File: config.mk
export PLATFORM = sky130hd
export DESIGN_NAME = piecewise_linear_thrust_speed_map
export DESIGN_NICKNAME = d
export VERILOG_FILES = /design/src/hw/rtl/plmap_pkg.sv /design/src/hw/rtl/plmap_div.sv /design/src/hw/rtl/piecewise_linear_thrust_speed_map.sv
export SDC_FILE = /design/constraint.sdc
export NUM_CORES = 2
export LEC_CHECK = 0
export CORE_UTILIZATION = 60
export CTS_BUF_LIST = sky130_fd_sc_hd__clkbuf_2
export CTS_CLUSTER_DIAMETER = 40
export DETAILED_ROUTE_END_ITERATION = 8
export DONT_BUFFER_PORTS = 1
export PLACE_DENSITY = 0.79
export SLEW_MARGIN = 20
export SYNTH_ARGS = -nofsm -noshare
export SYNTH_HDL_FRONTEND = slang
export SYNTH_SLANG_ARGS = --single-unit
File: constraint.sdc
create_clock -name clk_i -period 7 [get_ports clk_i]
set_input_delay 0.35 -clock clk_i [delete_from_list [all_inputs] [get_ports clk_i]]
set_output_delay 0.35 -clock clk_i [all_outputs]
set_load 0.1 [all_outputs]
File: src/hw/rtl/plmap_pkg.sv
package plmap_pkg;

  // Table depth default and fixed datapath widths.
  localparam int unsigned DefMaxPoints = 16;
  localparam int VW = 16;          // Q8.8 value width
  localparam int XW = VW + 2;      // differences and mirrored inputs
  localparam int PW = 2 * XW;      // product width
  localparam int QW = PW + 1;      // signed quotient width
  localparam int SW = PW + 4;      // final sum width
  localparam int EW = 2 * VW;      // one stored breakpoint {thrust, speed}
  localparam int AddrW = 4;        // APB byte address width

  // Default limits are -100 and 100 in Q8.8.
  localparam int DefLimitUnits = 100;
  localparam logic signed [VW-1:0] DefLowLimit  = VW'(-DefLimitUnits * 256);
  localparam logic signed [VW-1:0] DefHighLimit = VW'(DefLimitUnits * 256);

  localparam logic signed [SW-1:0] SatHi = SW'(32767);
  localparam logic signed [SW-1:0] SatLo = -SW'(32768);

  // Request codes.
  localparam logic [1:0] REQ_CLEAR  = 2'd0;
  localparam logic [1:0] REQ_APPEND = 2'd1;
  localparam logic [1:0] REQ_SPEED  = 2'd2;
  localparam logic [1:0] REQ_THRUST = 2'd3;

  // Status codes.
  localparam logic [2:0] ST_OK     = 3'd0;
  localparam logic [2:0] ST_RANGE  = 3'd1;
  localparam logic [2:0] ST_SIGN   = 3'd2;
  localparam logic [2:0] ST_NONASC = 3'd3;
  localparam logic [2:0] ST_FULL   = 3'd4;
  localparam logic [2:0] ST_ORDER  = 3'd5;

  // Register indexes.
  localparam logic [1:0] REG_LOW    = 2'd0;
  localparam logic [1:0] REG_HIGH   = 2'd1;
  localparam logic [1:0] REG_FACTOR = 2'd2;
  localparam logic [1:0] REG_MIRROR = 2'd3;

endpackage

File: src/hw/rtl/plmap_div.sv
module plmap_div
  import plmap_pkg::*;
(
  input  logic                 clk_i,
  input  logic                 rst_ni,
  input  logic                 start_i,
  input  logic signed [PW-1:0] num_i,
  input  logic signed [XW-1:0] den_i,
  output logic                 done_o,
  output logic signed [QW-1:0] quo_o
);

  localparam int CntW = $clog2(PW);

  logic            busy_q, done_q;
  logic [CntW-1:0] cnt_q;
  logic [PW-1:0]   num_q;
  logic [XW-2:0]   den_q;
  logic [XW-2:0]   rem_q;
  logic            neg_q;

  logic [PW-1:0]   num_mag;
  logic [XW-1:0]   den_abs;
  logic [XW-1:0]   rem_sh;
  logic [XW:0]     trial;
  logic            ge;

  // Restoring division on magnitudes, one quotient bit per cycle.
  assign num_mag = num_i[PW-1] ? PW'(-num_i) : PW'(num_i);
  assign den_abs = den_i[XW-1] ? XW'(-den_i) : XW'(den_i);
  assign rem_sh  = {rem_q, num_q[PW-1]};
  assign trial   = {1'b0, rem_sh} - {2'b00, den_q};
  assign ge      = !trial[XW];

  always_ff @(posedge clk_i or negedge rst_ni) begin
    if (!rst_ni) begin
      busy_q <= 1'b0;
      done_q <= 1'b0;
      cnt_q  <= '0;
    end else begin
      done_q <= 1'b0;
      if (start_i) begin
        busy_q <= 1'b1;
        cnt_q  <= '0;
      end else if (busy_q) begin
        cnt_q <= cnt_q + CntW'(1);
        if (cnt_q == CntW'(PW - 1)) begin
          busy_q <= 1'b0;
          done_q <= 1'b1;
        end
      end
    end
  end

  always_ff @(posedge clk_i) begin
    if (start_i) begin
      num_q <= num_mag;
      den_q <= den_abs[XW-2:0];
      rem_q <= '0;
      neg_q <= num_i[PW-1] ^ den_i[XW-1];
    end else if (busy_q) begin
      rem_q <= ge ? trial[XW-2:0] : rem_sh[XW-2:0];
      num_q <= {num_q[PW-2:0], ge};
    end
  end

  assign done_o = done_q;
  assign quo_o  = neg_q ? -$signed({1'b0, num_q}) : $signed({1'b0, num_q});

endmodule

File: src/hw/rtl/piecewise_linear_thrust_speed_map.sv
// Piecewise-linear thrust/speed map.
// Input channel (in_valid_i/in_ready_o) carries one transaction per request:
// clear the tables, append a {thrust, speed} breakpoint, ask for speed from
// thrust, or ask for thrust from speed. The output channel (out_valid_o /
// out_ready_i) returns exactly one transaction per request with the Q8.8
// value and a status code. Registers sit on a small APB port.
// A query walks the breakpoint table through one registered memory read port,
// one visited entry at a time, then runs one multiply and a shared restoring
// divider that produces one quotient bit per cycle.
// One request is worked at a time; in_ready_o is high only while the sequencer
// is idle. A finished result waits in the output register, so a new request
// can be accepted while the receiver stalls; that request then finishes and
// waits until the output register is free.
// Reset empties both tables and loads the default limits; table contents are
// not cleared, since only entries below the counts are ever read.
module piecewise_linear_thrust_speed_map
  import plmap_pkg::*;
#(
  parameter int unsigned MAX_POINTS = DefMaxPoints
) (
  input  logic                 clk_i,
  input  logic                 rst_ni,
  input  logic                 psel,
  input  logic                 penable,
  input  logic                 pwrite,
  input  logic [AddrW-1:0]     paddr,
  input  logic [31:0]          pwdata,
  output logic [31:0]          prdata,
  output logic                 pready,
  input  logic                 in_valid_i,
  output logic                 in_ready_o,
  input  logic [1:0]           req_type_i,
  input  logic signed [VW-1:0] thrust_in_i,
  input  logic signed [VW-1:0] speed_in_i,
  output logic                 out_valid_o,
  input  logic                 out_ready_i,
  output logic signed [VW-1:0] value_out_o,
  output logic [2:0]           status_o
);

  localparam int AW = (MAX_POINTS > 1) ? $clog2(MAX_POINTS) : 1;
  localparam int CW = $clog2(MAX_POINTS + 1);

  // Sequencer states.
  localparam logic [3:0] S_IDLE = 4'd0;
  localparam logic [3:0] S_RD   = 4'd1;
  localparam logic [3:0] S_EV   = 4'd2;
  localparam logic [3:0] S_APP  = 4'd3;
  localparam logic [3:0] S_SEG  = 4'd4;
  localparam logic [3:0] S_MUL  = 4'd5;
  localparam logic [3:0] S_DST  = 4'd6;
  localparam logic [3:0] S_DIV  = 4'd7;
  localparam logic [3:0] S_FIN  = 4'd8;
  localparam logic [3:0] S_OUT  = 4'd9;

  // Configuration registers.
  logic signed [VW-1:0] cfg_low_q, cfg_high_q;
  logic [VW-1:0]        cfg_factor_q;
  logic                 cfg_mirror_q;
  logic                 cfg_wr;

  // Control state.
  logic [3:0]    state_q, state_d;
  logic [CW-1:0] pos_cnt_q, pos_cnt_d, neg_cnt_q, neg_cnt_d;
  logic          out_valid_q, out_valid_d;

  // Working registers.
  logic                 side_q, side_d;   // high selects the negative table
  logic                 kind_q, kind_d;   // high for a thrust-from-speed query
  logic                 app_q, app_d;
  logic                 mneg_q, mneg_d;   // negate the final result (mirroring)
  logic                 first_q, first_d;
  logic [AW-1:0]        rd_idx_q, rd_idx_d;
  logic signed [VW-1:0] t_q, t_d, s_q, s_d;
  logic signed [XW-1:0] x_q, x_d;
  logic signed [XW-1:0] ld_q, ld_d, lv_q, lv_d, rd_q, rd_d, rv_q, rv_d;
  logic signed [XW-1:0] a_q, a_d, b_q, b_d, d_q, d_d, base_q, base_d;
  logic signed [PW-1:0] prod_q, prod_d;
  logic signed [QW-1:0] quot_q, quot_d;
  logic signed [SW-1:0] sum_q, sum_d;
  logic [2:0]           st_q, st_d;
  logic signed [VW-1:0] out_val_q, out_val_d;
  logic [2:0]           out_st_q, out_st_d;

  // Breakpoint memories, {thrust, speed} per entry.
  logic [EW-1:0] pos_mem [MAX_POINTS];
  logic [EW-1:0] neg_mem [MAX_POINTS];
  logic [EW-1:0] pos_rd_q, neg_rd_q;
  logic          wr_pos, wr_neg;

  // Helper signals.
  logic                 go_pos;
  logic signed [VW-1:0] key_in;
  logic signed [XW-1:0] key_x;
  logic [AW-1:0]        pos_last, neg_last;
  logic [EW-1:0]        entry;
  logic signed [VW-1:0] e_thr, e_spd;
  logic signed [XW-1:0] e_thr_x, e_spd_x, low_x, high_x;
  logic                 early, cond, last;
  logic signed [XW-1:0] early_val;
  logic signed [XW-1:0] run, rise;
  logic signed [SW-1:0] res;
  logic signed [VW-1:0] res_sat;

  logic                 div_start, div_done;
  logic signed [QW-1:0] div_quo;

  plmap_div u_div (
    .clk_i   (clk_i),
    .rst_ni  (rst_ni),
    .start_i (div_start),
    .num_i   (prod_q),
    .den_i   (d_q),
    .done_o  (div_done),
    .quo_o   (div_quo)
  );

  // APB register file. Writes complete in the access phase; no wait states.
  assign pready = 1'b1;
  assign cfg_wr = psel & penable & pwrite;

  always_ff @(posedge clk_i or negedge rst_ni) begin
    if (!rst_ni) begin
      cfg_low_q    <= DefLowLimit;
      cfg_high_q   <= DefHighLimit;
      cfg_factor_q <= '0;
      cfg_mirror_q <= 1'b0;
    end else if (cfg_wr) begin
      case (paddr[3:2])
        REG_LOW:    cfg_low_q    <= pwdata[VW-1:0];
        REG_HIGH:   cfg_high_q   <= pwdata[VW-1:0];
        REG_FACTOR: cfg_factor_q <= pwdata[VW-1:0];
        REG_MIRROR: cfg_mirror_q <= pwdata[0];
        default: ;
      endcase
    end
  end

  always_comb begin
    case (paddr[3:2])
      REG_LOW:    prdata = {{(32 - VW){cfg_low_q[VW-1]}}, cfg_low_q};
      REG_HIGH:   prdata = {{(32 - VW){cfg_high_q[VW-1]}}, cfg_high_q};
      REG_FACTOR: prdata = {{(32 - VW){1'b0}}, cfg_factor_q};
      REG_MIRROR: prdata = {31'd0, cfg_mirror_q};
      default:    prdata = '0;
    endcase
  end

  // Memories: one write and one registered read per cycle each.
  always_ff @(posedge clk_i) begin
    if (wr_pos) begin
      pos_mem[AW'(pos_cnt_q)] <= {t_q, s_q};
    end
    if (wr_neg) begin
      neg_mem[AW'(neg_cnt_q)] <= {t_q, s_q};
    end
    pos_rd_q <= pos_mem[rd_idx_q];
    neg_rd_q <= neg_mem[rd_idx_q];
  end

  assign key_in   = (req_type_i == REQ_SPEED) ? thrust_in_i : speed_in_i;
  assign key_x    = XW'(key_in);
  assign pos_last = AW'(pos_cnt_q - CW'(1));
  assign neg_last = AW'(neg_cnt_q - CW'(1));

  assign entry   = side_q ? neg_rd_q : pos_rd_q;
  assign e_thr   = entry[EW-1:VW];
  assign e_spd   = entry[VW-1:0];
  assign e_thr_x = XW'(e_thr);
  assign e_spd_x = XW'(e_spd);
  assign low_x   = XW'(cfg_low_q);
  assign high_x  = XW'(cfg_high_q);

  // The positive table is walked downward from its last entry, the negative
  // table upward from its first. The first entry visited also decides the
  // clamp beyond the outer limit.
  always_comb begin
    if (!side_q) begin
      early     = first_q && (kind_q ? (x_q >= e_spd_x) : (x_q >= high_x));
      early_val = kind_q ? high_x : e_spd_x;
      cond      = kind_q ? (x_q > e_spd_x) : (x_q >= e_thr_x);
      last      = (rd_idx_q == '0);
    end else begin
      early     = first_q && (kind_q ? (x_q <= e_spd_x) : (x_q <= low_x));
      early_val = kind_q ? low_x : e_spd_x;
      cond      = kind_q ? (x_q <= e_spd_x) : (x_q <= e_thr_x);
      last      = (rd_idx_q == neg_last);
    end
  end

  assign run  = rd_q - ld_q;
  assign rise = rv_q - lv_q;

  // Final value: optional negation for the mirrored side, then saturation.
  assign res = mneg_q ? -sum_q : sum_q;
  always_comb begin
    if (res > SatHi) begin
      res_sat = VW'(SatHi);
    end else if (res < SatLo) begin
      res_sat = VW'(SatLo);
    end else begin
      res_sat = res[VW-1:0];
    end
  end

  always_comb begin
    state_d     = state_q;
    pos_cnt_d   = pos_cnt_q;
    neg_cnt_d   = neg_cnt_q;
    out_valid_d = out_valid_q & ~out_ready_i;
    side_d      = side_q;
    kind_d      = kind_q;
    app_d       = app_q;
    mneg_d      = mneg_q;
    first_d     = first_q;
    rd_idx_d    = rd_idx_q;
    t_d         = t_q;
    s_d         = s_q;
    x_d         = x_q;
    ld_d        = ld_q;
    lv_d        = lv_q;
    rd_d        = rd_q;
    rv_d        = rv_q;
    a_d         = a_q;
    b_d         = b_q;
    d_d         = d_q;
    base_d      = base_q;
    prod_d      = prod_q;
    quot_d      = quot_q;
    sum_d       = sum_q;
    st_d        = st_q;
    out_val_d   = out_val_q;
    out_st_d    = out_st_q;
    wr_pos      = 1'b0;
    wr_neg      = 1'b0;
    div_start   = 1'b0;
    go_pos      = 1'b0;

    case (state_q)
      S_IDLE: begin
        if (in_valid_i) begin
          t_d     = thrust_in_i;
          s_d     = speed_in_i;
          quot_d  = '0;
          base_d  = '0;
          st_d    = ST_OK;
          mneg_d  = 1'b0;
          first_d = 1'b1;
          app_d   = 1'b0;
          kind_d  = (req_type_i == REQ_THRUST);
          state_d = S_FIN;
          case (req_type_i)
            REQ_CLEAR: begin
              pos_cnt_d = '0;
              neg_cnt_d = '0;
            end
            REQ_APPEND: begin
              app_d = 1'b1;
              if (thrust_in_i < cfg_low_q || thrust_in_i > cfg_high_q) begin
                st_d = ST_RANGE;
              end else if (thrust_in_i > 0) begin
                side_d = 1'b0;
                if (speed_in_i < 0) begin
                  st_d = ST_SIGN;
                end else if (pos_cnt_q == CW'(MAX_POINTS)) begin
                  st_d = ST_FULL;
                end else begin
                  first_d  = (pos_cnt_q != '0);
                  rd_idx_d = pos_last;
                  state_d  = (pos_cnt_q != '0) ? S_RD : S_APP;
                end
              end else if (thrust_in_i < 0) begin
                side_d = 1'b1;
                if (speed_in_i > 0) begin
                  st_d = ST_SIGN;
                end else if (neg_cnt_q == CW'(MAX_POINTS)) begin
                  st_d = ST_FULL;
                end else begin
                  first_d  = (neg_cnt_q != '0);
                  rd_idx_d = neg_last;
                  state_d  = (neg_cnt_q != '0) ? S_RD : S_APP;
                end
              end else if (speed_in_i != 0) begin
                st_d = ST_SIGN;
              end
            end
            default: begin
              if (key_in > 0) begin
                side_d = 1'b0;
                x_d    = key_x;
                go_pos = 1'b1;
              end else if (key_in < 0) begin
                if (neg_cnt_q != '0) begin
                  side_d   = 1'b1;
                  x_d      = key_x;
                  rd_idx_d = '0;
                  state_d  = S_RD;
                end else if (cfg_mirror_q) begin
                  side_d = 1'b0;
                  x_d    = -key_x;
                  mneg_d = 1'b1;
                  go_pos = 1'b1;
                end
              end
              if (go_pos) begin
                if (pos_cnt_q != '0) begin
                  rd_idx_d = pos_last;
                  state_d  = S_RD;
                end else if (cfg_factor_q != '0) begin
                  // Linear mode: speed = thrust*256/factor or
                  // thrust = speed*factor/256, both positive here.
                  a_d     = x_d;
                  b_d     = kind_d ? $signed({2'b00, cfg_factor_q}) : XW'(256);
                  d_d     = kind_d ? XW'(256) : $signed({2'b00, cfg_factor_q});
                  state_d = S_MUL;
                end
              end
            end
          endcase
        end
      end

      S_RD: begin
        state_d = app_q ? S_APP : S_EV;
      end

      S_APP: begin
        state_d = S_FIN;
        if (first_q && t_q <= e_thr) begin
          st_d = ST_ORDER;
        end else if (first_q && s_q < e_spd) begin
          st_d = ST_NONASC;
        end else if (side_q) begin
          wr_neg    = 1'b1;
          neg_cnt_d = neg_cnt_q + CW'(1);
        end else begin
          wr_pos    = 1'b1;
          pos_cnt_d = pos_cnt_q + CW'(1);
        end
      end

      S_EV: begin
        first_d = 1'b0;
        if (first_q) begin
          if (!side_q) begin
            rd_d = high_x;
            rv_d = e_spd_x;
          end else begin
            ld_d = low_x;
            lv_d = e_spd_x;
          end
        end
        if (early) begin
          base_d  = early_val;
          state_d = S_FIN;
        end else begin
          if (!side_q) begin
            if (cond) begin
              ld_d = e_thr_x;
              lv_d = e_spd_x;
            end else begin
              rd_d = e_thr_x;
              rv_d = e_spd_x;
              if (last) begin
                ld_d = '0;
                lv_d = '0;
              end
            end
          end else begin
            if (cond) begin
              rd_d = e_thr_x;
              rv_d = e_spd_x;
            end else begin
              ld_d = e_thr_x;
              lv_d = e_spd_x;
              if (last) begin
                rd_d = '0;
                rv_d = '0;
              end
            end
          end
          if (cond || last) begin
            state_d = S_SEG;
          end else begin
            rd_idx_d = side_q ? rd_idx_q + AW'(1) : rd_idx_q - AW'(1);
            state_d  = S_RD;
          end
        end
      end

      S_SEG: begin
        if (run <= 0) begin
          base_d  = '0;
          state_d = S_FIN;
        end else if (!kind_q) begin
          a_d     = x_q - ld_q;
          b_d     = rise;
          d_d     = run;
          base_d  = lv_q;
          state_d = S_MUL;
        end else if (rise == 0) begin
          // Flat segment: answer with its left thrust.
          base_d  = ld_q;
          state_d = S_FIN;
        end else begin
          a_d     = x_q - lv_q;
          b_d     = run;
          d_d     = rise;
          base_d  = ld_q;
          state_d = S_MUL;
        end
      end

      S_MUL: begin
        prod_d  = a_q * b_q;
        state_d = S_DST;
      end

      S_DST: begin
        div_start = 1'b1;
        state_d   = S_DIV;
      end

      S_DIV: begin
        if (div_done) begin
          quot_d  = div_quo;
          state_d = S_FIN;
        end
      end

      S_FIN: begin
        sum_d   = SW'(base_q) + SW'(quot_q);
        state_d = S_OUT;
      end

      S_OUT: begin
        if (!out_valid_q || out_ready_i) begin
          out_val_d   = res_sat;
          out_st_d    = st_q;
          out_valid_d = 1'b1;
          state_d     = S_IDLE;
        end
      end

      default: begin
        state_d = S_IDLE;
      end
    endcase
  end

  always_ff @(posedge clk_i or negedge rst_ni) begin
    if (!rst_ni) begin
      state_q     <= S_IDLE;
      pos_cnt_q   <= '0;
      neg_cnt_q   <= '0;
      out_valid_q <= 1'b0;
    end else begin
      state_q     <= state_d;
      pos_cnt_q   <= pos_cnt_d;
      neg_cnt_q   <= neg_cnt_d;
      out_valid_q <= out_valid_d;
    end
  end

  always_ff @(posedge clk_i) begin
    side_q    <= side_d;
    kind_q    <= kind_d;
    app_q     <= app_d;
    mneg_q    <= mneg_d;
    first_q   <= first_d;
    rd_idx_q  <= rd_idx_d;
    t_q       <= t_d;
    s_q       <= s_d;
    x_q       <= x_d;
    ld_q      <= ld_d;
    lv_q      <= lv_d;
    rd_q      <= rd_d;
    rv_q      <= rv_d;
    a_q       <= a_d;
    b_q       <= b_d;
    d_q       <= d_d;
    base_q    <= base_d;
    prod_q    <= prod_d;
    quot_q    <= quot_d;
    sum_q     <= sum_d;
    st_q      <= st_d;
    out_val_q <= out_val_d;
    out_st_q  <= out_st_d;
  end

  assign in_ready_o  = (state_q == S_IDLE);
  assign out_valid_o = out_valid_q;
  assign value_out_o = out_val_q;
  assign status_o    = out_st_q;

  // Table counts never exceed the table depth.
  assert property (@(posedge clk_i) disable iff (!rst_ni)
    pos_cnt_q <= CW'(MAX_POINTS) && neg_cnt_q <= CW'(MAX_POINTS))
    else $error("breakpoint count beyond table depth");

  // The positive count only clears or grows by one entry.
  assert property (@(posedge clk_i) disable iff (!rst_ni)
    (pos_cnt_q != $past(pos_cnt_q)) |->
      (pos_cnt_q == '0 || pos_cnt_q == $past(pos_cnt_q) + CW'(1)))
    else $error("positive count changed by more than one");

  // After accepting a request the sequencer is busy.
  assert property (@(posedge clk_i) disable iff (!rst_ni)
    (in_valid_i && in_ready_o) |=> !in_ready_o)
    else $error("request accepted while another is in work");

  // The divider reports completion only while the sequencer waits for it.
  assert property (@(posedge clk_i) disable iff (!rst_ni)
    div_done |-> (state_q == S_DIV))
    else $error("divider finished outside its wait state");

  // Loading the output register returns the sequencer to idle.
  assert property (@(posedge clk_i) disable iff (!rst_ni)
    (state_q == S_OUT && (!out_valid_q || out_ready_i)) |=> (out_valid_o && in_ready_o))
    else $error("result not presented after completion");

endmodule

==> run metrics <==
most frequent cells after synthesis 1414 x sky130_fd_sc_hd__edfxtp_1, 575 x sky130_fd_sc_hd__inv_1, 428 x sky130_fd_sc_hd__nand2_1; Num CTS Buffers 385; number of distinct library cell variants in the gate-level netlist after synthesis 91; critical path startpoint category flip-flop; category of the most critical setup path flip-flop to flip-flop; critical path endpoint category flip-flop; layout filler cell count 9685; number of synthesized register bits 1567; number of buffers added on ports 0; Max Root-Sink Buffers 4; number of setup violations in the final report 0; worst slew margin relative to its limit 15.8%; clock net sink count 1567; horizontal extent of the die 381 um; routability congestion estimate 0.981; net count reported at finish 7859; average wire length per cell after detail routing 26.8 um; Synth warnings 0; Post-Syn Instances 6599; area of the core region 142000 um2; layout-stage area growth over the synthesis result 10.9%; post-synthesis average cell area 13.1 um2; worst reg2reg path depth 23; Max-cap violations 0; Synth top area share 49.2%; wire length of the first global-routing pass 365 mm; chip height 381 um; antenna violations before repair 13; async set or reset register ratio after synthesis 4.59%; Worst Path Arrival 8.16 ns; final setup skew 0.274 ns; cell accounting for the most synthesized area sky130_fd_sc_hd__edfxtp_1; number of vias in the routed layout 59766; remaining number of nets flagged by the antenna check after routing 0; number of global-route vias before repair 59114; Final Routed Wirelength 249 mm; Setup Total Neg Slack 0 ns; IO Count 131; number of hold violations in the final report 0; unrepaired setup endpoints after global routing no; Max Fanout on Critical Path 8; First-pass DRT Iterations 7; required time of the critical path 8.43 ns; cell depth of the worst hold path 5; Cell Rows 138; Area contributors post-synth sky130_fd_sc_hd__edfxtp_1 49%, sky130_fd_sc_hd__fa_1 7.8%, sky130_fd_sc_hd__mux4_2 7.1%; number of H-tree branching levels 5; total overflow reported by the global router 0; most used flip-flop cell after synthesis sky130_fd_sc_hd__edfxtp_1; clock transition at the register clock pins on the worst setup and hold paths after CTS 0.10 ns; via count normalized by instance count 6.43; netlist area before placement 86200 um2; most repeated cell in the gate-level netlist after synthesis sky130_fd_sc_hd__edfxtp_1; FF-to-FF Start b_q[6]$_DFFE_PP_; slew at the pin with the worst max-slew slack 1.26 ns; post-DP HPWL 165 mm; HP Class input pin to flip-flop; pins over their slew limit 0; overall die area 145000 um2; Seq/Total Area, Yosys 53.2%; fraction of layout instances using a drive strength above 1 17.3%; part of the cycle the worst path needs 96.1%; pin count of the biggest net entering global routing 128; source of the critical timing path b_q[6]$_DFFE_PP_; clock tree root driver cell sky130_fd_sc_hd__clkbuf_2; number of synthesized flops with an enable pin 1414; later-pin clock latency in the skew report 1.91 ns; DR DRC count 0; total global routing track utilization 34.0%; outcome completed; initial core utilization 60.7%; Highest Clock Rate 149 MHz; number of DRC markers after the initial detailed-route iteration 7242; HP Start out_ready_i; post-layout min period 6.73 ns; clock tree from TritonCTS yes; Mapped Nets 7363
## cells by family (layout without fill, tap and decap cells)
family | Yosys count | after routing | share of synthesized area, %
buf+inv | 906 | 1698 | 4.02
other cells | 1 | 19 | 0.00435
mux | 568 | 568 | 10.6
fa+ha+maj | 687 | 687 | 12.9
xor+xnor | 251 | 251 | 2.55
flops | 1567 | 1567 | 53.2
compound gates | 1237 | 1237 | 8.86
simple gates | 1382 | 1382 | 7.87
## metal layers
| layer | wire, um | GRT usage [%] | share of wire [%] | vias up |
|---|---|---|---|---|
| li1 | - | - | - | 25668 |
| met1 | 88800 | 42.3 | 36 | 29130 |
| met2 | 117000 | 54.2 | 47 | 3975 |
| met3 | 26500 | 7.95 | 11 | 989 |
| met4 | 17100 | 20.6 | 6.8 | 4 |
| met5 | 24 | 0 | 0.0096 | - |
## what timing repair did
item	CTS	global route
setup buffers	0	17
hold buffers	211	0
hold endpoints to repair	429	0
gates resized for setup	0	6
setup endpoints to repair	0	4
## final timing paths
kind,to,slack (ns)
setup reg to reg,prod_q[29]$_DFFE_PP_,0.27
hold reg to reg,sum_q[0]$_DFFE_PP_,0.44
setup / recovery,prod_q[29]$_DFFE_PP_,0.27
max in group asynchronous,cfg_high_q[10]$_DFFE_PN1P_,6.10
hold / removal,state_q[3]$_DFFE_PN0P_,0.12
min in group asynchronous,neg_cnt_q[3]$_DFFE_PN0P_,0.27
## flip-flops by register name, summed over array words and instances (netlist names), 18 cells and up
register	count
b_q	18
prod_q	36
d_q	18
quot_q	37
u_div.num_q	36
sum_q	38
x_q	18
lv_q	18
rv_q	18
rd_q	18
neg_mem	512
ld_q	18
pos_mem	512
pos_rd_q	32
neg_rd_q	32
a_q	18
base_q	18
## cell type report
| class | instances | area, um2 | share of cell area, % |
|---|---|---|---|
| Antenna cell | 18 | 45.0 | 0.0471 |
| Clock buffer | 594 | 2970 | 3.11 |
| Clock inverter | 89 | 551 | 0.576 |
| Inverter | 583 | 2190 | 2.29 |
| Multi-Input combinational cell | 4126 | 37100 | 38.8 |
| Sequential cell | 1567 | 45900 | 48.0 |
| Tap cell | 1890 | 2360 | 2.47 |
| Timing Repair Buffer | 432 | 4470 | 4.67 |
## through the flow
stage,utilization (%),worst slack [ns],std cells,area (um2),hold WS [ns]
after floorplan,-,0.374,6599,86200,0.0544
after global placement,62.9,0.280,8354,89400,0.0590
after detailed placement,62.9,0.201,8355,89400,0.0592
after CTS,66.9,0.140,9249,95100,0.0135
after global routing,67.3,0.0111,9295,95600,0.0486
final,67.3,0.272,9299,95600,0.118
## cells in the final DEF (no fill, tap or decap), types with 92 or more instances in the layout
cell,synthesis,final
sky130_fd_sc_hd__inv_1,575,572
sky130_fd_sc_hd__xnor2_1,120,120
sky130_fd_sc_hd__edfxtp_1,1414,1414
sky130_fd_sc_hd__nand2_1,428,424
sky130_fd_sc_hd__clkbuf_2,0,595
sky130_fd_sc_hd__dlygate4sd3_1,0,209
sky130_fd_sc_hd__and2_1,186,185
sky130_fd_sc_hd__xor2_1,131,131
sky130_fd_sc_hd__mux4_2,271,271
sky130_fd_sc_hd__ha_1,352,352
sky130_fd_sc_hd__nor2_1,302,299
sky130_fd_sc_hd__fa_1,335,335
sky130_fd_sc_hd__nand3_1,94,92
sky130_fd_sc_hd__a21oi_1,242,241
sky130_fd_sc_hd__o21ai_1,225,225
sky130_fd_sc_hd__mux2i_1,248,246
sky130_fd_sc_hd__o22ai_1,118,118
sky130_fd_sc_hd__o21ai_0,217,201
sky130_fd_sc_hd__buf_4,16,163
## critical path: stages, from the launching register on
cell	delay [ns]
sky130_fd_sc_hd__edfxtp_1	0.51
sky130_fd_sc_hd__buf_4	0.22
sky130_fd_sc_hd__and2_1	0.18
sky130_fd_sc_hd__fa_1	0.54
sky130_fd_sc_hd__inv_1	0.05
sky130_fd_sc_hd__fa_1	0.46
sky130_fd_sc_hd__fa_1	0.52
sky130_fd_sc_hd__inv_1	0.06
sky130_fd_sc_hd__fa_1	0.49
sky130_fd_sc_hd__fa_1	0.49
sky130_fd_sc_hd__inv_1	0.05
sky130_fd_sc_hd__fa_1	0.47
sky130_fd_sc_hd__inv_1	0.04
sky130_fd_sc_hd__ha_1	0.35
sky130_fd_sc_hd__a21o_1	0.19
sky130_fd_sc_hd__a21o_1	0.20
sky130_fd_sc_hd__a21o_1	0.18
sky130_fd_sc_hd__a21oi_1	0.14
sky130_fd_sc_hd__nor2b_1	0.06
sky130_fd_sc_hd__a311o_1	0.42
sky130_fd_sc_hd__a41oi_1	0.34
sky130_fd_sc_hd__o21bai_1	0.11
sky130_fd_sc_hd__a21oi_1	0.18
sky130_fd_sc_hd__xnor2_1	0.08
Power is left out: the tool's default activity adds up to more than one toggle a clock period on the data nets, which glitch-free logic cannot reach.
